===== config.mk =====
export PLATFORM = sky130hd
export DESIGN_NAME = gwh_binmap
export DESIGN_NICKNAME = d
export VERILOG_FILES = /design/src/hdl/gwh_pkg.sv /design/src/hdl/gwh_binmap.sv
export SDC_FILE = /design/constraint.sdc
export NUM_CORES = 1
export LEC_CHECK = 0
export BUFFER_PORTS_ARGS = -buffer_cell sky130_fd_sc_hd__buf_2
export CORE_ASPECT_RATIO = 1.5
export CORE_MARGIN = 2
export CORE_UTILIZATION = 41
export CTS_BUF_LIST = sky130_fd_sc_hd__clkbuf_16
export DETAILED_ROUTE_END_ITERATION = 16
export GPL_ROUTABILITY_DRIVEN = 1
export PLACE_DENSITY = 0.56
export SLEW_MARGIN = 25
export SYNTH_ARGS = -nofsm -noshare
export SYNTH_HDL_FRONTEND = slang
export SYNTH_SLANG_ARGS = --single-unit

===== constraint.sdc =====
create_clock -name clock -period 6 [get_ports clock]
set_clock_uncertainty 0.15 [all_clocks]
set_input_delay 0.6 -clock clock [delete_from_list [all_inputs] [get_ports clock]]
set_output_delay 0.6 -clock clock [all_outputs]
set_load 0.01 [all_outputs]

===== src/hdl/gwh_pkg.sv =====
// Types and constants shared by the gated weighted histogram unit.
`timescale 1ns / 1ps

package gwh_pkg;

   localparam int NUM_COLOUR = 4;
   localparam int FRAC_BITS  = 12;
   localparam int VAL_W      = 37;
   localparam int BIN_RAW_W  = VAL_W - 1 - FRAC_BITS;

   localparam logic [1:0] KIND_MAP  = 2'd0;
   localparam logic [1:0] KIND_HIT  = 2'd1;
   localparam logic [1:0] KIND_READ = 2'd2;

   localparam logic [1:0] ST_OK    = 2'd0;
   localparam logic [1:0] ST_SKIP  = 2'd1;
   localparam logic [1:0] ST_RANGE = 2'd2;

   localparam logic [1:0] CSR_SCALE = 2'd0;
   localparam logic [1:0] CSR_SHIFT = 2'd1;

   localparam logic [15:0] SCALE_RESET = 16'd256;
   localparam logic [31:0] SHIFT_RESET = 32'd0;

   typedef struct packed {
      logic                 in_range;
      logic [BIN_RAW_W-1:0] bin;
   } bin_info_type;

endpackage


===== src/hdl/gwh_binmap.sv =====
// Two-stage energy-to-bin mapping: registered product, then offset and range check.
`timescale 1ns / 1ps

module gwh_binmap #(
   parameter int BINS = 4096
) (
   input  logic                clock,
   input  logic signed [19:0]  energy,
   input  logic [15:0]         scale,
   input  logic signed [31:0]  shift,
   output gwh_pkg::bin_info_type bin_info
);

   logic signed [gwh_pkg::VAL_W-1:0] prod_in;
   logic signed [gwh_pkg::VAL_W-1:0] prod_ff;
   logic signed [gwh_pkg::VAL_W-1:0] val;
   gwh_pkg::bin_info_type            info_in;
   gwh_pkg::bin_info_type            info_ff;

   always_comb begin
      prod_in = gwh_pkg::VAL_W'(energy) * gwh_pkg::VAL_W'($signed({1'b0, scale}));
      val     = prod_ff + gwh_pkg::VAL_W'(shift);
      info_in.bin      = val[gwh_pkg::VAL_W-2:gwh_pkg::FRAC_BITS];
      info_in.in_range = !val[gwh_pkg::VAL_W-1] && (32'(info_in.bin) < BINS);
   end

   always_ff @(posedge clock) begin
      prod_ff <= prod_in;
      info_ff <= info_in;
   end

   assign bin_info = info_ff;

endmodule


== After elaboration in Yosys (flattened, before gate mapping) ==
Cells that the tools add are included.
Cells by class
  $mul: 1
  add/subtract/negate cells: 1
  order comparisons: 1
  reduce and logical (&&, ||, !) cells: 2
Operator list (number)
  $add A37 B32 Y37: 1
  $mul A20 B17 Y37: 1
  $lt A24 B13 Y1 const B: 1
  $logic_and A1 B1 Y1: 1
  $logic_not A1 Y1: 1
Storage, ports and cells
  input bits: 69
  logic and storage cells: 8
  register bits: 62

== Logic depth before layout (Yosys ltp) ==
Gate-level depths: netlist of the first run.
  depth in word-level cells: 3
  depth in mapped cells: 24

== Worst setup path after synthesis of the first run ==
No wires, ideal clock.
  kind: in2reg
  start point: input scale[12]
  end point: register prod_ff[34] (netlist bit)
  library setup time: 0.122 ns
  arrival time: 6.342 ns
  buffers on the path: 2
  stages: 21
  slack: -0.614 ns
  data required time: 5.728 ns
  cells stage by stage: clkbuf_1 > clkbuf_1 > nand2_1 > fa_1 > inv_1 > fa_1 > fa_1 > fa_1 > fa_1 > inv_1 > fa_1 > inv_1 > ha_1 > a21o_1 > a21oi_1 > o21ai_0 > nor2b_1 > or4_1 > o221ai_1 > a311oi_1 > a311o_1
Between the ends
  word-level cells in the longest chain between the ends: 1
Ends and longest elaborated chain
  from (decl): line gwh_binmap.sv:9  | input logic [15:0] scale,
  $mul A20 B17 Y37: line gwh_binmap.sv:21  | prod_in = gwh_pkg::VAL_W'(energy) * gwh_pkg::VAL_W'($signed({1'b0, scale}));
  net prod_in, one bit: line gwh_binmap.sv:14  | logic signed [gwh_pkg::VAL_W-1:0] prod_in;
  to (signal assigned): line gwh_binmap.sv:28  | prod_ff <= prod_in;
  to (decl): line gwh_binmap.sv:15  | logic signed [gwh_pkg::VAL_W-1:0] prod_ff;
The timed path passes the listed nets, and every way through them passes these cells.

== Worst setup path after layout of the first run ==
  start point: input energy[7]
  end point: register prod_ff[36] (netlist bit)
Between the ends
  word-level cells in the longest chain between the ends: 1
Ends and longest elaborated chain
  from (decl): line gwh_binmap.sv:8  | input logic signed [19:0] energy,
  $mul A20 B17 Y37: line gwh_binmap.sv:21
  net prod_in, one bit: line gwh_binmap.sv:14
The timed path passes the listed nets, and every way through them passes these cells.

==> metrics.cfg, run 1 <==
[clock_network]
clock_path_buffers=2
hold_buffers=0
clockRootBuffer=clkbuf_16
cts_buffers=9
clk_pin_slew_worst_paths_ns=0.05
cts_tree=done
htreeDepth=3
worstSkewPairLatency_ns=0.33
clock-sinks=62

[placed_design]
place_inst=2360
place.port_buffers=93
dpl.hpwl_mm=33.9
place_congestion=0.845

[drt]
dr_total_vias=11800
routed_via_density=4.94
dr.pass1.iters=5
drtIter0Drc=313
drc=0
postRouteAntennaNets=0
wirelength_mm=38.2
wl_per_cell_um=16.0

[hold_path]
hold_start=prod_ff[14]
holdPathEnd=bin_info[2]
hp-class=reg -> reg
hold_path_depth=2

[setup_path]
path_max_fanout=7
r2r-start=prod_ff[1]
critPathCaptureType=register
crit_buf_inv=6
rr_worst_depth=10
crit_chain=clkbuf_4, nand2_1, fa_1, inv_1, fa_1, inv_1, fa_1, inv_1, fa_2, fa_1, inv_1, fa_1, inv_1, ha_4, a21oi_2, o21ai_2, or3_1, o221ai_2, nor2_2, o221ai_4, nand4_1, a31oi_1, xnor2_1
critPathKind=in -> reg
crit_arrival_ns=6.04
ff2ff_setup_slack_ns=2.84
crit_family=adder cells
critPathLaunchType=input port
crit_slowest_cell=fa_2
worstPathRequired_ns=6.09
slowest_delay_ns=0.56
r2r_end=bin_info[24]

[finish]
multi_input_area_um2=12300
fin_util_pct=50.0
seq_area_um2=1240
drive_gt1_share_pct=18.5
fillCellCount=3477
layout.nets=2422
antenna_cells=0
final_cells=2387
syn_to_final_growth_pct=19.9

[yosys]
syn_area_um2=15000
synthCells=1693
synth_edf_count=0
synth_cell_types=57
synth_async_sr_flop_share_pct=0
ys_warn_count=0
ys_seq_area_share_pct=8.26
syn_avg_cell_area_um2=8.87
synth_nets=2211
ys_ff_latch=62
ys.flop_type=dfxtp_1

[sta]
finalSetupViolCount=0
maxSlewHeadroom_pct=58.1
slew_violations=0
max_freq_mhz=168
rsz0062_at_grt=true
tns_ns=0
hold_violations=0
tightest_slew_ns=0.623
period_minus_slack_ns=5.95
period_share_pct=99.2

[global_routing]
track_usage_pct=21.2
antenna_found_initial=0
grt_max_degree=21
grt_first_pass_wirelength_mm=63.5
grt_pass1_vias=13600
globalRoute.totalOverflow=0

[floorplan]
rows=85
die_h_um=238
core_area_um2=36100
pin_count=94
die-area_um2=38200
die_w_um=160
initial_utilization_pct=41.7

[flow_run]
drv_cap=0

[status]
status=finished clean

==> placed cells by master, fill, tap and decap left out, drive strengths merged, types with 7 or more instances in the layout <==
cell and instances:
buf 251, nand2 221, xnor2 41, o21ai 33, inv 431, nand3 16, clkbuf 13, dfxtp 62
nor3 10, fa 321, o211ai 7, a31oi 7, o21a 10, nor2b 9, and2 131, xor2 13
a21o 19, nand2b 11, a21oi 56, ha 128, and3 14, nor2 33
==> flip-flops by register name, summed over array words and instances, names as in the netlist <==
| register | cells |
|---|---|
| prod_ff | 37 |
| bin_info | 25 |
==> synth_stat cells, types with 3 or more instances <==
library cell | instances | share of area [%]
nand3_1 | 16 | 0.53
nor2_1 | 33 | 0.82
ha_1 | 128 | 11
o211ai_1 | 7 | 0.35
o21bai_1 | 6 | 0.30
nor4_1 | 4 | 0.17
o21a_1 | 10 | 0.50
a211oi_1 | 4 | 0.20
and3_1 | 14 | 0.58
fa_1 | 321 | 43
xnor2_1 | 41 | 2.4
nand2_1 | 221 | 5.5
clkbuf_1 | 55 | 1.4
nor2b_1 | 9 | 0.37
o21ai_0 | 33 | 1.1
or3_1 | 5 | 0.21
nand2b_1 | 11 | 0.46
a21oi_1 | 56 | 1.9
dfxtp_1 | 62 | 8.3
nor3_1 | 9 | 0.30
inv_1 | 430 | 11
o31ai_1 | 3 | 0.15
xor2_1 | 13 | 0.76
a21o_1 | 19 | 0.95
o221ai_1 | 4 | 0.23
and2_1 | 130 | 5.4
nand4_1 | 4 | 0.17
a31oi_1 | 6 | 0.25
==> layout make-up <==
type	count	area share, %
Multi-Input combinational cell	1146	68.3
Timing Repair Buffer	255	10.7
Inverter	430	8.96
Sequential cell	62	6.89
Tap cell	478	3.32
Clock buffer	9	1.25
Clock inverter	7	0.542
==> worst register-to-register path, delay by kind of cell (launching register included) <==
family                   cells  cell delay (ns)
AO/OA/AOI/OAI                5             1.81
AND/OR/NAND/NOR              4             0.56
flip-flops                   1             0.30
adder cells (fa/ha/maj)      1             0.26
==> layer usage <==
metal	wire, µm	track usage (%)	share of wire, %
met5	0	0	0
met4	2050	9.36	5.4
met3	855	1.98	2.2
met2	23200	46.5	61
met1	12000	18.7	32
==> timing repair <==
| action | 4_1_cts | 5_1_grt |
|---|---|---|
| endpoints found under the setup margin | 11 | 15 |
| pin swaps | 16 | 36 |
| buffers inserted | 3 | 8 |
| resized for setup | 48 | 69 |
==> worst max path at each step <==
stage / from / to / slack [ns] / cells after the start
after CTS: scale[2] / prod_ff[34] / -0.008 / 22
after global placement: scale[8] / prod_ff[34] / -0.45 / 23
after global routing: energy[7] / prod_ff[35] / -0.15 / 22
final: energy[7] / prod_ff[36] / 0.05 / 23
after floorplan: scale[5] / prod_ff[34] / -0.04 / 22
after detailed placement: scale[8] / prod_ff[34] / -0.55 / 23
==> kinds of logic (layout without fill, tap and decap cells) <==
family                     Yosys count  in the layout  synth area share [%]
adders and majority gates          449            449                  53.4
xor gates and xnor gates            54             54                  3.15
AOI/OAI and AO/OA                  174            174                  7.74
muxes                                2              2                 0.133
and+or+nand+nor                    467            467                  15.2
buffers and inverters              485            701                  12.1
DFF                                 62             62                  8.26
==> per-stage QoR <==
step / worst slack, ns / cell area [µm²] / hold slack (ns)
2_1_floorplan: -0.0418 / 15300 / 0.423
3_3_place_gp: -0.449 / 17300 / 0.501
3_5_place_dp: -0.554 / 17300 / 0.504
4_1_cts: -0.00783 / 17700 / 0.511
5_1_grt: -0.147 / 18000 / 0.527
6_report: 0.0478 / 18000 / 0.494
Power of run 1 is not shown: default switching activity piles up to over one toggle a cycle in this logic, so the estimate is an artifact.
==> run 2, diff against run 1 <==
--- a/config.mk
+++ b/config.mk
@@ -9,11 +9,9 @@
 export CORE_ASPECT_RATIO = 1.5
 export CORE_MARGIN = 2
 export CORE_UTILIZATION = 41
-export CTS_BUF_LIST = sky130_fd_sc_hd__clkbuf_16
 export DETAILED_ROUTE_END_ITERATION = 16
 export GPL_ROUTABILITY_DRIVEN = 1
 export PLACE_DENSITY = 0.56
-export SLEW_MARGIN = 25
 export SYNTH_ARGS = -nofsm -noshare
 export SYNTH_HDL_FRONTEND = slang
 export SYNTH_SLANG_ARGS = --single-unit
==> run 2 against run 1 <==
Against the previous run:
- count of clock-buffer cells in the layout increased by 1
- critical endpoint unchanged
- core utilization hardly changed
- largest cell class unchanged
- via count is essentially flat
- non-clock buffer count unchanged
- critical path depth unchanged
==> metrics.cfg, run 2 (same netlist as run 1, synthesis figures left out) <==
[clock_network]
clockRootBuffer=clkbuf_16
worstSkewPairLatency_ns=0.33  ; about the same
cts_buffers=9  ; unchanged
clock-sinks=62  ; unchanged
clock_path_buffers=2  ; unchanged
cts_tree=done
clk_pin_slew_worst_paths_ns=0.05  ; about the same
htreeDepth=3  ; unchanged

[sta]
tightest_slew_ns=0.623  ; unchanged
hold_violations=0  ; unchanged
rsz0062_at_grt=true
maxSlewHeadroom_pct=58.1  ; unchanged
tns_ns=0  ; unchanged
period_share_pct=99.2  ; about the same
finalSetupViolCount=0  ; unchanged
slew_violations=0  ; unchanged
period_minus_slack_ns=5.95  ; +0.0000515 ns
max_freq_mhz=168  ; about the same

[finish]
largest_register=prod_ff
final_cells=2387  ; unchanged
fin_util_pct=50.0  ; about the same
layout_common_cells=420 x inv_1, 307 x fa_1, 217 x nand2_1
syn_to_final_growth_pct=20.0  ; about the same
antenna_cells=0  ; unchanged
postLayoutCellArea_um2=18000  ; about the same
largest_register_ffs=37  ; unchanged
final_common_cell=inv_1
drive_gt1_share_pct=18.5  ; +0.052 points
fillCellCount=3476  ; -0.029%
layout.nets=2422  ; unchanged

[global_routing]
antenna_found_initial=0  ; unchanged
grt_pass1_vias=13600  ; unchanged
globalRoute.totalOverflow=0  ; unchanged
track_usage_pct=21.2  ; unchanged
grt_max_degree=21  ; unchanged
grt_first_pass_wirelength_mm=63.5  ; unchanged

[status]
status=finished clean

[hold_path]
hp-class=reg -> reg
hold_path_depth=2  ; unchanged
holdPathEnd=bin_info[2]
hold_start=prod_ff[14]

[drt]
dr.pass1.iters=5  ; unchanged
routed_via_density=4.95  ; about the same
postRouteAntennaNets=0  ; unchanged
drtIter0Drc=313  ; unchanged
dr_total_vias=11800  ; +0.042%
wl_per_cell_um=16.0  ; about the same
drc=0  ; unchanged
wirelength_mm=38.2  ; about the same

[setup_path]
path_max_fanout=7  ; unchanged
critPathKind=in -> reg
crit_buf_inv=6  ; unchanged
crit_family=adder cells
critPathCaptureType=register
slowest_delay_ns=0.56  ; about the same
ff2ff_setup_slack_ns=2.84  ; about the same
crit_chain=clkbuf_4, nand2_1, fa_1, inv_1, fa_1, inv_1, fa_1, inv_1, fa_2, fa_1, inv_1, fa_1, inv_1, ha_4, a21oi_2, o21ai_2, or3_1, o221ai_2, nor2_2, o221ai_4, nand4_1, a31oi_1, xnor2_1
worstPathRequired_ns=6.09  ; about the same
crit_slowest_cell=fa_2
r2r-start=prod_ff[1]
r2r_end=bin_info[24]
critPathLaunchType=input port
crit_arrival_ns=6.04  ; about the same
rr_worst_depth=10  ; unchanged

[floorplan]
die-area_um2=38200  ; unchanged
die_w_um=160  ; unchanged
die_h_um=238  ; unchanged
pin_count=94  ; unchanged
initial_utilization_pct=41.7  ; unchanged
core_area_um2=36100  ; unchanged
rows=85  ; unchanged

[placed_design]
place.port_buffers=93  ; unchanged
place_area_um2=17300  ; unchanged
place_inst=2360  ; unchanged
dpl.hpwl_mm=33.9  ; unchanged
place_congestion=0.845  ; unchanged

[flow_run]
drv_cap=0  ; unchanged

[run 2: repair_timing]
| item | 4_1_cts | 5_1_grt |
|---|---|---|
| pin swaps | 16 | 36 |
| resized for setup | 48 | 69 |
| setup endpoints to repair | 11 | 15 |
| setup buffers | 3 | 8 |
| hold buffers | 0 | 0 |
[run 2: layer usage]
layer  share of wire (%)  vias to the layer above  track usage [%]
met4                 5.4                        0             9.36
met2                  61                      206             46.5
met1                  32                     6009             18.7
met3                 2.2                       96             1.98
met5                   0                        -                0
li1                    -                     5497                -
[run 2: how the worst max path moves through the flow]
stage	from	end	depth (start not counted)
after floorplan	scale[5]	prod_ff[34]	22
after global placement	scale[8]	prod_ff[34]	23
after detailed placement	scale[8]	prod_ff[34]	23
after CTS	scale[2]	prod_ff[34]	22
after global routing	energy[7]	prod_ff[35]	22
final	energy[7]	prod_ff[36]	23
[run 2: cell type report]
| type | count | area (µm²) | share of cell area (%) |
|---|---|---|---|
| clock inverter | 6 | 93.8 | 0.521 |
| multi-input combinational | 1146 | 12300 | 68.3 |
| tap | 478 | 598 | 3.32 |
| sequential | 62 | 1240 | 6.89 |
| timing repair buffer | 255 | 1930 | 10.7 |
| clock buffer | 10 | 239 | 1.33 |
| inverter | 430 | 1610 | 8.95 |
[run 2: per-stage QoR]
stage	hold slack (ns)	setup WS, ns
6_report	0.494	0.0477
5_1_grt	0.527	-0.147
4_1_cts	0.511	-0.00783
3_5_place_dp	0.504	-0.554
3_3_place_gp	0.501	-0.449
2_1_floorplan	0.423	-0.0418
[run 2: worst register-to-register path, cell delays in order (launching register included)]
cell	delay [ns]
dfxtp_1	0.30
ha_1	0.26
nand3_1	0.08
a211oi_1	0.49
nor4_1	0.18
o311ai_2	0.56
a31oi_1	0.27
a2bb2oi_1	0.22
a221oi_1	0.27
nand4bb_1	0.16
nor4_2	0.14
Power of run 2 is left out for the same reason.
